## src/sv/matrix3_inverse_determinant_defines.svh

```systemverilog
// Shared assertion macros for the matrix inverse block.
`ifndef MATRIX3_INVERSE_DETERMINANT_DEFINES_SVH
`define MATRIX3_INVERSE_DETERMINANT_DEFINES_SVH

// Same-cycle implication, sampled on i_clk, off during reset.
`define M3ID_ASSERT_IMP(lbl, ante, cons, msg) \
    lbl: assert property (@(posedge i_clk) disable iff (!i_rst_n) (ante) |-> (cons)) \
        else $error(msg);

// Next-cycle implication, sampled on i_clk, off during reset.
`define M3ID_ASSERT_NXT(lbl, ante, cons, msg) \
    lbl: assert property (@(posedge i_clk) disable iff (!i_rst_n) (ante) |=> (cons)) \
        else $error(msg);

`endif

```

## src/sv/m3id_pkg.sv

```systemverilog
package m3id_pkg;

    localparam int EW = 32;
    localparam int FB = 16;
    localparam int NLANE = 9;
    localparam int CW = 2 * EW + 1;
    localparam int PW = 2 * EW + 1;
    localparam int TW = 3 * EW + 1;
    localparam int DW = 3 * EW + 3;
    localparam int NW = CW + 2 * FB;
    localparam int QB = EW + 1;
    localparam int FRONT_LAT = 8;
    localparam int LANE_LAT = QB + 1;

    localparam logic [EW-1:0] SAT_MAX = {1'b0, {(EW-1){1'b1}}};
    localparam logic [EW-1:0] SAT_MIN = {1'b1, {(EW-1){1'b0}}};
    localparam logic [EW-1:0] ONE_CODE = (FB <= EW - 2) ? (EW'(1) << FB) : SAT_MAX;
    localparam logic ONE_OVF = (FB > EW - 2);

    // cofactor k = a[p]*a[q] - a[s]*a[t], elements row-major from 0
    localparam int COF [9][4] = '{
        '{4, 8, 5, 7}, '{2, 7, 1, 8}, '{1, 5, 2, 4},
        '{5, 6, 3, 8}, '{0, 8, 2, 6}, '{2, 3, 0, 5},
        '{3, 7, 4, 6}, '{1, 6, 0, 7}, '{0, 4, 1, 3}
    };

    typedef struct packed {
        logic          singular;
        logic [EW-1:0] det_code;
        logic          det_ovf;
    } t_info;

endpackage

```

## src/sv/m3id_merge.sv

```systemverilog
`include "matrix3_inverse_determinant_defines.svh"

module m3id_merge (
    input  logic                                         i_clk,
    input  logic                                         i_rst_n,
    input  logic                                         i_en,
    input  logic                                         i_valid,
    input  m3id_pkg::t_info                              i_info,
    input  logic [m3id_pkg::NLANE-1:0][m3id_pkg::EW-1:0] i_code,
    input  logic [m3id_pkg::NLANE-1:0]                   i_ovf,
    output logic                                         o_valid,
    output logic [m3id_pkg::NLANE-1:0][m3id_pkg::EW-1:0] o_b,
    output logic [m3id_pkg::EW-1:0]                      o_det_value,
    output logic                                         o_singular,
    output logic                                         o_overflow
);

    localparam int LL = m3id_pkg::LANE_LAT;
    localparam int NL = m3id_pkg::NLANE;

    logic [LL-1:0]   r_dvld;
    m3id_pkg::t_info r_dinfo [LL];
    logic            r_valid;
    logic [NL-1:0][m3id_pkg::EW-1:0] r_b;
    logic [m3id_pkg::EW-1:0] r_det;
    logic            r_sing;
    logic            r_ovf;

    m3id_pkg::t_info n_info;
    logic [NL-1:0][m3id_pkg::EW-1:0] n_b;
    logic            n_ovf;

    always_ff @(posedge i_clk) begin
        if (!i_rst_n) begin
            r_dvld  <= '0;
            r_valid <= 1'b0;
        end else if (i_en) begin
            r_dvld  <= {r_dvld[LL-2:0], i_valid};
            r_valid <= r_dvld[LL-1];
        end
    end

    always_comb begin
        n_info = r_dinfo[LL-1];
        for (int k = 0; k < NL; k++) begin
            if (n_info.singular) begin
                n_b[k] = (k % 4 == 0) ? m3id_pkg::ONE_CODE : '0;
            end else begin
                n_b[k] = i_code[k];
            end
        end
        n_ovf = n_info.singular ? m3id_pkg::ONE_OVF : (n_info.det_ovf | (|i_ovf));
    end

    always_ff @(posedge i_clk) begin
        if (i_en) begin
            r_dinfo[0] <= i_info;
            for (int s = 1; s < LL; s++) begin
                r_dinfo[s] <= r_dinfo[s-1];
            end
            r_b    <= n_b;
            r_det  <= n_info.singular ? '0 : n_info.det_code;
            r_sing <= n_info.singular;
            r_ovf  <= n_ovf;
        end
    end

    assign o_valid     = r_valid;
    assign o_b         = r_b;
    assign o_det_value = r_det;
    assign o_singular  = r_sing;
    assign o_overflow  = r_ovf;

    `M3ID_ASSERT_IMP(a_sing_det, r_valid && r_sing, r_det == '0 && r_ovf == m3id_pkg::ONE_OVF, "singular word with nonzero determinant or bad overflow")
    `M3ID_ASSERT_IMP(a_sing_ident, r_valid && r_sing, r_b[0] == m3id_pkg::ONE_CODE && r_b[1] == '0 && r_b[8] == m3id_pkg::ONE_CODE, "singular word is not identity")
    `M3ID_ASSERT_NXT(a_vld_adv, i_en && r_dvld[LL-1], r_valid, "finished word lost at output register")

endmodule

```

## config.mk

```make
export PLATFORM = sky130hd
export DESIGN_NAME = m3id_merge
export DESIGN_NICKNAME = d
export VERILOG_FILES = /design/src/sv/m3id_pkg.sv /design/src/sv/m3id_merge.sv
export VERILOG_INCLUDE_DIRS = /design/src /design/src/sv
export SDC_FILE = /design/constraint.sdc
export NUM_CORES = 1
export LEC_CHECK = 0
export ABC_CLOCK_PERIOD_IN_PS = 1450
export BUFFER_PORTS_ARGS = -buffer_cell sky130_fd_sc_hd__buf_2
export CAP_MARGIN = 20
export CORE_MARGIN = 1.5
export CORE_UTILIZATION = 40
export DETAILED_ROUTE_END_ITERATION = 10
export MAX_ROUTING_LAYER = met4
export PLACE_DENSITY_LB_ADDON = 0.1
export REMOVE_ABC_BUFFERS = 1
export SLEW_MARGIN = 20
export SYNTH_ARGS = -nofsm -noshare
export SYNTH_HDL_FRONTEND = slang
export SYNTH_SLANG_ARGS = --single-unit
```

## constraint.sdc

```tcl
create_clock -name i_clk -period 1.45 [get_ports i_clk]
set_input_delay 0.29 -clock i_clk [delete_from_list [all_inputs] [get_ports i_clk]]
set_output_delay 0.29 -clock i_clk [all_outputs]
set_load 0.01 [all_outputs]
```

# Word level (Yosys, flattened, before mapping)
# Memories as Yosys holds them, arrays and structs flattened.
# Index checks and enable logic that the tools add are counted.
# Widths: inputs -> output; s select.
[op_classes] mux=2 bitwise_logic=1 reduce_logical=1
[op_table] op="$reduce_or 9->1" n=1
[op_table] op="$mux 1" n=2
[op_table] op="$or 1x1->1" n=1
[totals] register_bits=357 ramBits=1156 wordCells=19 mem_count=1
[mem_list] name="r_dinfo" words=34 width=34 rd=34 rd_ports_with_merged_regs=0 write_ports=34 line="m3id_merge.sv:22" text="m3id_pkg::t_info r_dinfo [LL];"

# Logic depth before layout (Yosys ltp)
# Gate-level depths: netlist of the first run.
[logic_depth] depth_word=2 depth_mapped=4

# Least setup slack after synthesis of the first run
# No wires, ideal clock.
[synth_path] path_kind="reg2reg" from="memory r_dinfo[33][33] (netlist bit)" to="register r_b (netlist bit o_b[144]), data pin" setup_time_ps=262 arrival_time_ps=958 slack_ps=230 stages_incl_launch_ff=4 n_path_buf=2 path_cell_list="edfxtp_1 -> clkbuf_2 -> clkbuf_1 -> or2_2"
[synth_rtl] element="start, declared" line="m3id_merge.sv:22"
[synth_rtl] element="end signal, assigned" line="m3id_merge.sv:61" text="r_b <= n_b;"
[synth_rtl] element="end, declared" line="m3id_merge.sv:24" text="logic [NL-1:0][m3id_pkg::EW-1:0] r_b;"

# Worst setup path after layout of the first run
[layout_path] from="register r_b (netlist bit o_b[115])" to="output port o_b[115] (netlist bit)"
[layout_rtl] element="end, declared" line="m3id_merge.sv:12" text="output logic [m3id_pkg::NLANE-1:0][m3id_pkg::EW-1:0] o_b,"
# No word-level cell between the ends.

==> out/summary.md, run 1 <==
For the total global routing overflow, the log shows 0. After detailed routing, the number of vias per cell comes to 4.33. The worst hold path belongs to the class in2reg.

The placer's final routability congestion estimate was 0.776. After synthesis the netlist holds a flip-flop and latch count of 1513. The fraction of synthesized cell area taken by the top area cell type works out to 0.926. The category of the critical setup timing path is reg2out. The parity-gate share of the synthesized area counting xor and xnor cells works out to 0.

The average footprint of a synthesized cell is 24.6 sq um. The combined buffer and inverter count along the critical path was 1; the share of synthesized area occupied by flip-flops and latches was 0.941. The final period demand of the worst path was 1.79 ns; the initial core utilization was 0.405. Number of max-slew violations in the final report: 0.

Yosys attributes the largest share of cell area to edfxtp_1, nor2b_1, dfxtp_1. Max-cap violations in this run came to 0. The biggest fanout along the worst timing path came out at 1.

The synthesized-area fraction occupied by ao, oa, aoi and oai cells was 0.000131. The combinational cell fraction of total power came out at 0.040. The worst setup path is launched from a flop.

The simple-gate share of the synthesized area is 0.0467. The tools report the count of cell types in the netlist as 13. At the later pin of the worst-skew pair, clock insertion delay measures 0.73 ns.

The CTS buffer count is 157. The initial antenna violation count was 3. CTS clock-pin slew for the worst setup and hold paths: 0.06 ns. Setup violations remaining at the end of the flow were counted as 322. The cell count of the worst hold path is 2. The tools report the worst hold path endpoint as r_dvld[0]. The finished layout holds 4866 standard cells, fillers aside. The adder and majority cell fraction of the synthesized area works out to 0.

Worst path arrival time: 1.50 ns. Timing would allow up to 0.560 GHz. The total chip power is 94.2 mW, and the post-route clock period utilization is 1.23. The logs give 22000 for the via count of the first global-routing pass and 0 for the warning count from the yosys run.

The number of filler instances in the final layout was 9283. Clock tree synthesis found a total of 1513 sinks. Slowest cell on the critical path: edfxtp_1. Row generation in the floorplan step produced 126 rows. Setup repair after global routing could not meet its margin everywhere. The setup slack after layout is -0.337 ns. The kind of cell with the highest combined delay along the critical path is flip-flops. The power density relative to cell area came out at 1500 nW/um^2. The register-to-register path setup slack is 0.15 ns. The die covers 122000 sq um. The detailed-route via count was 21100; the hold slack was 0.0628 ns.

The share of layout cells above drive strength 1 was 0.298. The proportion of total power due to net switching was 0.194; the final wirelength was 79200 um. Walking the worst path, the cells encountered are buf_2. Between clock sinks in the finished design, the worst skew comes to 0.0203 ns. The critical path starts at o_b[115].

The final reports fail on setup timing. In the final timing run, aggregate negative setup slack is -25.13 ns. Data on the critical path is required at its endpoint by 1.16 ns. The worst slew margin relative to its limit came out at 0.666. The number of optimization iterations in the first detailed-route pass was 4; the HPWL reported at the end of detailed placement was 47100 um. The clock tree synthesis step divided the H-tree into 4 levels.

From synthesis to final layout, the design area changed by 31.1%. The most common cell after layout, fill and taps aside is edfxtp_1. The total track usage is 0.131, and the number of instances in the placed design is 4257. The worst IR drop on VDD is 1.15 mV, and the number of cells on the worst reg-to-reg path is 3. The run gives 1343 as the number of DRC violations after detailed-routing iteration 0. The portion of total power attributed to sequential cells came out at 0.545. The library cells used most frequently in the layout, excluding fill and tap cells, are edfxtp_1, buf_2, nor2b_1, dlygate4sd3_1, clkbuf_16. The launch point of the worst hold path was i_rst_n. Counting along the longest clock path gives a buffer depth of 3. The internal power of the cells totals 75.9 mW. The tools report the fraction of power consumed by the clock network as 0.415. Entering global routing, the biggest net connects 97 pins. The largest area contributor in the netlist is edfxtp_1.

In this run the cell area of the synthesized design comes to 47900 sq um. By area, the combinational part of the netlist is dominated by simple AND/OR/NAND/NOR gates. STA classifies the critical path endpoint as an output port.

In this design, the stage delay of the slowest critical-path cell is 0.55 ns. The height of the die is 349 um. The endpoint identified for the worst register-to-register timing path is o_b[5]. Multiplexer fraction of the synthesized cell area: 0.00731. The run gives 1950 as the post-synthesis cell count. Count of buffers from port buffering: 657. The first global-routing pass estimated 120000 um of wire.

In this run the clock root is driven by a clkbuf_16. The run finished, with violations left. The core region is 118000 sq um.

The utilization of the core after routing came out at 0.530. The final hold violation count is 0, and the switching power of the nets is 18.3 mW. The analysis attributes to cell leakage a power of 23.1 nW. 658 I/O pins were placed. Once detail routing completed, the nets flagged for antenna violations numbered 0. TritonCTS built the clock tree. The startpoint identified for the worst register-to-register timing path is r_dinfo[33][33]. The width of the die was 349 um. After the last flow step, the layout net total stands at 3482. In the final routed layout, each cell accounts on average for 16.3 um.

The transition time of the tightest slew-check pin was 0.500 ns; the residual DRC count was 0.
cells in the mapped netlist:
cell type	n
clkbuf_2	1
buf_6	3
buf_4	2
nor2b_1	352
nor4_1	2
edfxtp_1	1478
clkbuf_1	7
mux2i_1	35
dfxtp_1	35
a31oi_1	1
or2_2	3
nor2_1	1
buf_2	30
registers in the layout, summed over array words and instances (netlist names):
| signal | cells |
|---|---|
| o_b | 288 |
| o_det_value | 32 |
| o_overflow | 1 |
| o_singular | 1 |
| o_valid | 1 |
| r_dinfo | 1156 |
| r_dvld | 34 |
power by group through the flow:
stage	clock, mW	combinational (mW)	sequential [mW]
3_3_place_gp	0	2.96	52.1
5_1_grt	42.3	4.09	51.5
6_report	39.1	3.78	51.3
3_5_place_dp	0	3.05	52.2
2_1_floorplan	0	0.410	52.4
4_1_cts	40.6	3.84	51.4
how the worst max path moves through the flow:
stage	to	slack (ns)	cells past startpoint
CTS	o_b[115]	-0.47	1
floorplan	o_singular	-4.83	0
global placement	r_dvld[31]	-0.009	5
detailed placement	r_dvld[29]	0.01	5
global route	o_b[115]	-0.47	1
finish	o_b[115]	-0.34	1
logic make-up after synthesis:
logic type,after synthesis
flops,1513
simple gates,358
buf+inv,43
mux,35
compound gates,1
stage by stage:
step | setup WS, ns | cell area [sq um]
6_report | -0.337 | 62800
3_3_place_gp | -0.00858 | 54200
3_5_place_dp | 0.0102 | 54200
5_1_grt | -0.467 | 62800
2_1_floorplan | -4.83 | 47700
4_1_cts | -0.466 | 62800
layer usage:
| metal | share of wire | track usage | wire length (um) |
|---|---|---|---|
| met2 | 0.50 | 0.213 | 39800 |
| met4 | 0.035 | 0.0596 | 2810 |
| met5 | 0 | - | 0 |
| met1 | 0.41 | 0.155 | 32200 |
| met3 | 0.055 | 0.0323 | 4350 |
final cells by class:
type | count | area, sq um | share of cell area
clock inverter | 74 | 812 | 0.0129
tap | 1600 | 2000 | 0.0319
sequential | 1513 | 45100 | 0.718
clock buffer | 203 | 4280 | 0.0681
multi-input combinational | 394 | 2590 | 0.0413
antenna | 1 | 2.50 | 0.0000398
timing repair buffer | 1081 | 8030 | 0.128
timing repair:
action | CTS | global route
hold endpoints to repair | 324 | 0
resized for setup | 60 | 9
setup buffers | 1 | 0
setup endpoints to repair | 323 | 323
hold buffers | 330 | 0
Note: power is estimated with default switching activity, not from simulation.
==> inputs of run 2 (changes only) <==
--- a/config.mk
+++ b/config.mk
@@ -6,7 +6,7 @@
 export SDC_FILE = /design/constraint.sdc
 export NUM_CORES = 1
 export LEC_CHECK = 0
-export ABC_CLOCK_PERIOD_IN_PS = 1450
+export ABC_CLOCK_PERIOD_IN_PS = 1700
 export BUFFER_PORTS_ARGS = -buffer_cell sky130_fd_sc_hd__buf_2
 export CAP_MARGIN = 20
 export CORE_MARGIN = 1.5
==> constraint.sdc (replaced) <==
create_clock -name i_clk -period 1.7 [get_ports i_clk]
set_input_delay 0.34 -clock i_clk [delete_from_list [all_inputs] [get_ports i_clk]]
set_output_delay 0.34 -clock i_clk [all_outputs]
set_load 0.01 [all_outputs]
==> run 2 against run 1 <==
The run still ends with setup timing left. Via count shrank 0.17%. Combinational power shrank 17%. Final area shrank 0.70%. Global-route usage shrank 0.29 points. Register-to-register slack lost 0.04 ns. Clock power shrank 17%.
==> out/summary.md, run 2 (synthesized netlist as in run 1, its figures left out) <==
The tools report the HPWL reported at the end of detailed placement as 46600 um (was 47100 um). The capturing element type of the critical path is an output port (unchanged). The clock root buffer master is clkbuf_16 (unchanged). The reported max-cap violation count is 0 (unchanged), and the number of max-slew violations in the final report is 0 (unchanged). Violations in the final reports: setup timing (unchanged). Setup repair after global routing could not meet its margin everywhere.

The post-route clock period utilization is 1.10. Derived from the worst setup path, the maximum achievable clock frequency is 0.536 GHz. Highest-count cells in the layout ignoring fill and taps: edfxtp_1, buf_2, nor2b_1, dlygate4sd3_1, clkbuf_16 (unchanged). The tools report the sort of element at the start of the critical path as a flop (unchanged). The width of the die is 349 um (unchanged).

The per-cell via count in the routed design was 4.32 (was 4.33). The top register by number of flip-flops was r_dinfo (unchanged). The level count of the clock H-tree is 4 (unchanged). The share of layout cells above drive strength 1 works out to 0.295 (was 0.298). The sum of routed wire segments on met1 came out at 32300 um (was 32200 um). The worst IR drop on VDD was 0.867 mV (was 1.15 mV). The number of optimization iterations in the first detailed-route pass is 5 (was 4), and the register-to-register path setup slack is 0.11 ns (was 0.15 ns). The run gives 0.0223 ns (was 0.0203 ns) as the worst clock skew.

The run finished, with violations left. The final period demand of the worst path is 1.87 ns. The tools report the worst slew margin relative to its limit as 0.658 (was 0.666). The biggest fanout along the worst timing path was 1 (unchanged). The tools report the setup slack after layout as -0.166 ns (was -0.337 ns). Pre-CTS setup slack: 0.184 ns (was 0.0102 ns).

The tools report the number of DRC violations after detailed-routing iteration 0 as 1465 (was 1343). The slowest cell on the critical path was edfxtp_1 (unchanged). The final net count was 3478 (was 3482). The run gives 122000 sq um (unchanged) as the overall die area.

The total track usage is 0.128 (was 0.131), and the mean routed wirelength per cell is 16.0 um (was 16.3 um). The number of instances in the placed design was 4256 (was 4257); the number of routed nets with antenna violations was 0 (unchanged). The non-filler instance count after layout is 4871 (was 4866).

Routed wire length on met3: 4340 um (was 4350 um). The utilization of the core after routing was 0.527 (was 0.530). The worst path arrival time is 1.53 ns (was 1.50 ns).

The combined buffer and inverter count along the critical path was 1 (unchanged); the layout-stage area growth over the synthesis result was 30.2% (was 31.1%). The initial antenna violation count is 8 (was 3), and the final hold violation count is 0 (unchanged). Worst min-delay path category: in2reg (unchanged). For the number of setup violations in the final report, the log shows 5 (was 322).

Highest cell delay on the worst timing path: 0.58 ns (was 0.55 ns). For the number of I/O pins, the log shows 658 (unchanged). The logs give 54100 sq um (was 54200 sq um) for the total placed instance area and 3 (unchanged) for the worst-case clock buffer depth. The category of the critical setup timing path is reg2out (unchanged). The tools report the total number of placement rows as 126 (unchanged). The clock latency reported for the late side of the worst-skew pair is 0.72 ns (was 0.73 ns), and the static leakage is 23.0 nW (was 23.1 nW). The count of buffers from port buffering is 657 (unchanged). Final non-filler cell area: 62400 sq um (was 62800 sq um).

The start point of the critical path was o_singular (was o_b[115]). The end point of the critical path is o_singular (was o_b[115]). The number of flip-flops in the largest register is 1156 (unchanged). Detailed route wirelength on metal2: 38700 um (was 39800 um).

TritonCTS built the clock tree. The power density relative to cell area is 1270 nW/um^2 (was 1500 nW/um^2). The total global routing overflow is 0 (unchanged), and the detailed-route via count is 21000 (was 21100). The tools report the launch instance of the worst register-to-register path as r_dinfo[33][0] (was r_dinfo[33][33]). The logs give 0.0823 ns (was 0.0628 ns) for the hold slack and 117000 um (was 120000 um) for the wire length of the first global-routing pass.

The final wirelength came out at 78000 um (was 79200 um). The total clock sinks is 1513 (unchanged), and the initial core utilization is 0.405 (unchanged). The data required time of the critical path was 1.36 ns (was 1.16 ns); the transition time of the tightest slew-check pin was 0.513 ns (was 0.500 ns). The CTS clock-pin slew for the worst setup and hold paths came out at 0.06 ns (about the same).

The logs give 0.797 (was 0.776) for the placer's final routability congestion estimate and 95 (was 97) for the pin count of the biggest net entering global routing. The area of the core is 118000 sq um (unchanged). The number of cells on the worst reg-to-reg path works out to 3 (unchanged). The critical path's top delay family was flip-flops (unchanged). Critical-path cell list: buf_6 (was buf_2).

The critical path depth works out to 1 (unchanged). Highest routed metal layer: met4 (unchanged). The number of filler instances in the final layout is 9351 (was 9283), and the CTS buffer count is 157 (unchanged).

The height of the die came out at 349 um (unchanged). The via count of the first global-routing pass came out at 21400 (was 22000). The most common cell after layout, fill and taps aside was edfxtp_1 (unchanged). For the residual DRC count, the log shows 0 (unchanged). The tools report the end of the worst register-to-register path as o_overflow (was o_b[5]).
run 2: cell types whose count changed in the layout (fill, tap and decap cells not counted), moves of 6 or more:
cell / change
buf_6: -30
buf_2: +26
clkinv_1: +10
buf_4: +9
clkbuf_8: -9
buf_12: -7
clkinv_2: +6
run 2: worst min-delay path by stage:
stage | cells past startpoint | startpoint | slack, ns | endpoint
after floorplan | 0 | r_dinfo[9][0] | 0.40 | r_dinfo[10][0]
final | 3 | i_code[157] | 0.08 | o_b[157]
after global placement | 0 | r_dinfo[24][13] | 0.40 | r_dinfo[25][13]
after detailed placement | 0 | r_dinfo[9][1] | 0.40 | r_dinfo[10][1]
after CTS | 3 | i_code[157] | 0.03 | o_b[157]
after global routing | 3 | i_code[157] | 0.05 | o_b[157]
run 2: power breakdown:
part           internal (mW)  switching [mW]  leakage (nW)
clock network           19.3            13.3          2.41
registers               43.3           0.485          14.9
logic                   1.49            1.65          5.64
run 2: cell type report:
cell class	instances	area [sq um]	area share
sequential	1513	45100	0.723
timing repair buffer	1077	7730	0.124
clock buffer	202	4290	0.0688
multi-input combinational	394	2600	0.0417
tap	1600	2000	0.0321
clock inverter	80	648	0.0104
antenna	5	12.5	0.000201
run 2: repair_timing:
item                                   in CTS  in global routing
resized for setup                          13                  1
endpoints found under the hold margin     336                  0
hold buffers                              328                  0
setup endpoints to repair                  14                  8
pin swaps                                   0                  0
setup buffers                               0                  0
run 2: routing by layer:
layer | global-route usage | up-vias
met5 | - | -
met3 | 0.0311 | 183
met2 | 0.207 | 566
met4 | 0.0590 | 0
met1 | 0.153 | 10400
li1 | - | 9942
run 2: per-stage QoR:
step,total power [mW],setup TNS (ns)
finish,79.4,-0.335
global route,82.6,-0.743
CTS,80.7,-0.845
detailed placement,47.1,0
global placement,46.9,0
floorplan,45.0,-1244.94
==> inputs of run 3 (changes only) <==
--- a/config.mk
+++ b/config.mk
@@ -12,7 +12,6 @@
 export CORE_MARGIN = 1.5
 export CORE_UTILIZATION = 40
 export DETAILED_ROUTE_END_ITERATION = 10
-export MAX_ROUTING_LAYER = met4
 export PLACE_DENSITY_LB_ADDON = 0.1
 export REMOVE_ABC_BUFFERS = 1
 export SLEW_MARGIN = 20
==> run 3 against run 2 <==
The flow still finishes with violations (setup timing). Worst hold slack better by 0.0084 ns. Total power about the same. Critical endpoint unchanged. First-iteration DRC count up 0.75%. Sequential share of layout area about the same. Via count up 0.18%. Critical path type unchanged. Cell count about the same. Non-clock buffer count unchanged.
==> out/summary.md, run 3 (synthesized netlist as in run 1, its figures left out) <==
The run finished, with violations left. Violations in the final reports: setup timing (unchanged). The post-route clock period utilization is 1.10 (about the same), and the transition time of the tightest slew-check pin is 0.509 ns (was 0.513 ns). For the residual DRC count, the log shows 0 (unchanged). The tools report the launch instance of the worst register-to-register path as r_dinfo[33][0] (unchanged). The total chip power was 79.4 mW (about the same); the number of instances in the placed design was 4256 (unchanged). The total number of placement rows is 126 (unchanged), and the HPWL reported at the end of detailed placement is 46600 um (unchanged). TritonCTS built the clock tree. The static leakage was 23.0 nW (unchanged); the per-cell via count in the routed design was 4.33 (was 4.32).

The CTS buffer count was 157 (unchanged). Highest-count cells in the layout ignoring fill and taps: edfxtp_1, buf_2, nor2b_1, dlygate4sd3_1, clkbuf_16 (unchanged). The critical path's top delay family is flip-flops (unchanged). The number of flip-flops in the largest register is 1156 (unchanged).

Highest cell delay on the worst timing path: 0.58 ns (about the same). The hold slack came out at 0.0907 ns (was 0.0823 ns). The final net count is 3478 (unchanged).

The detailed-route via count was 21100 (was 21000). The tools report the final hold violation count as 0 (unchanged). The sort of element at the start of the critical path was a flop (unchanged). The final period demand of the worst path was 1.86 ns (was 1.87 ns). Critical-path cell list: buf_6 (unchanged). The category of the critical setup timing path is reg2out (unchanged). The total track usage is 0.124 (was 0.128), and the height of the die is 349 um (unchanged). The initial core utilization is 0.405 (unchanged), and the via count of the first global-routing pass is 21400 (about the same). The logs give 0 (unchanged) for the total global routing overflow and 78000 um (about the same) for the final wirelength. The number of optimization iterations in the first detailed-route pass was 4 (was 5); the overall die area was 122000 sq um (unchanged). The wire length of the first global-routing pass is 117000 um (about the same). The reported max-cap violation count was 0 (unchanged). The CTS clock-pin slew for the worst setup and hold paths was 0.06 ns (about the same); the worst path arrival time was 1.52 ns (was 1.53 ns).

Start point of the critical path: o_singular (unchanged). Setup repair after global routing could not meet its margin everywhere. The run gives 0 (unchanged) as the post-CTS repair timing setup buffer count. The tools report the clock root buffer master as clkbuf_16 (unchanged). The logs give 658 (unchanged) for the number of I/O pins and 0.786 (was 0.797) for the placer's final routability congestion estimate.

The tools report the level count of the clock H-tree as 4 (unchanged). The number of routed nets with antenna violations is 0 (unchanged), and the share of layout cells above drive strength 1 is 0.295 (unchanged). The tools report the pin count of the biggest net entering global routing as 95 (unchanged). The power density relative to cell area came out at 1270 nW/um^2 (about the same). The tools report the aggregate negative setup slack as -0.319 ns (was -0.335 ns). The tools report the launch point of the worst hold path as i_code[157] (unchanged). The layout-stage area growth over the synthesis result was 30.2% (about the same).

The tools report the number of DRC violations after detailed-routing iteration 0 as 1476 (was 1465). The number of setup violations in the final report was 5 (unchanged); the initial antenna violation count was 8 (unchanged). For the worst IR drop on VDD, the log shows 0.860 mV (was 0.867 mV).

The count of buffers from port buffering was 657 (unchanged); the worst slew margin relative to its limit was 0.661 (was 0.658). The top register by number of flip-flops is r_dinfo (unchanged). The biggest fanout along the worst timing path is 1 (unchanged), and the data required time of the critical path is 1.36 ns (about the same).

Number of max-slew violations in the final report: 0 (unchanged). The run gives 3 (unchanged) as the worst-case clock buffer depth. The most common cell after layout, fill and taps aside is edfxtp_1 (unchanged). The combined buffer and inverter count along the critical path came out at 1 (unchanged). For the clock latency reported for the late side of the worst-skew pair, the log shows 0.72 ns (about the same). The slowest cell on the critical path was edfxtp_1 (unchanged). The worst min-delay path category was in2reg (unchanged). The run gives 0.537 GHz (was 0.536 GHz) as the highest achievable clock rate. The area of the core came out at 118000 sq um (unchanged). The logs give 4870 (was 4871) for the non-filler instance count after layout and -0.162 ns (was -0.166 ns) for the setup slack after layout.

The tools report the capturing element type of the critical path as an output port (unchanged). The mean routed wirelength per cell is 16.0 um (about the same), and the width of the die is 349 um (unchanged). For the worst clock skew, the log shows 0.0237 ns (was 0.0223 ns). The total clock sinks came out at 1513 (unchanged).
run 3: cell types whose count changed in the layout (fill, tap and decap cells not counted), sizes merged:
cell,before,now
diode,5,4
run 3: worst reg2reg max path, delay by kind of cell, from the launching register on:
family / cells / cell delay, ns
buffers and inverters: 1 / 0.59
DFF: 1 / 0.39
and+or+nand+nor: 1 / 0.28
AOI/OAI and AO/OA: 1 / 0.08
run 3: path summary, 6_finish.rpt:
path	to	slack (ns)	cells past startpoint
worst min-delay path	o_b[157]	0.09	3
worst max-delay path	o_singular	-0.16	1
worst min register to register	r_dinfo[32][8]	0.40	0
worst max register to register	o_overflow	0.11	3
run 3: per-layer routing:
metal,global-route usage,vias up,wire (um)
met3,0.0314,180,4470
met1,0.152,10400,32100
met2,0.207,577,38700
li1,-,9937,-
met5,0,-,7
met4,0.0591,2,2740
run 3: timing repair:
action                                  CTS  global route
endpoints found under the hold margin   336             0
gates resized for setup                  13             1
endpoints found under the setup margin   14             8
hold buffers                            328             0
gates cloned                              0             0
run 3: power by group:
part / leakage [nW] / switching (mW) / internal (mW)
sequential: 14.9 / 0.485 / 43.3
clock: 2.41 / 13.2 / 19.3
combinational: 5.64 / 1.65 / 1.49
total: 23.0 / 15.4 / 64.0
run 3: layout make-up:
| type | instances | area (sq um) |
|---|---|---|
| diodes | 4 | 10.0 |
| clock buffers | 202 | 4290 |
| clock inverters | 80 | 648 |
| fillers | 9350 | 56000 |
| multi-input cells | 394 | 2600 |
| flip-flops and latches | 1513 | 45100 |
| well taps | 1600 | 2000 |
| repair buffers | 1077 | 7730 |
run 3: stage by stage:
| step | setup slack, ns | utilization | cell area, sq um |
|---|---|---|---|
| 4_1_cts | -0.236 | 0.527 | 62300 |
| 5_1_grt | -0.231 | 0.527 | 62400 |
| 6_report | -0.162 | 0.527 | 62400 |
| 3_5_place_dp | 0.184 | 0.457 | 54100 |
| 2_1_floorplan | -4.58 | - | 47700 |
| 3_3_place_gp | 0.198 | 0.457 | 54100 |
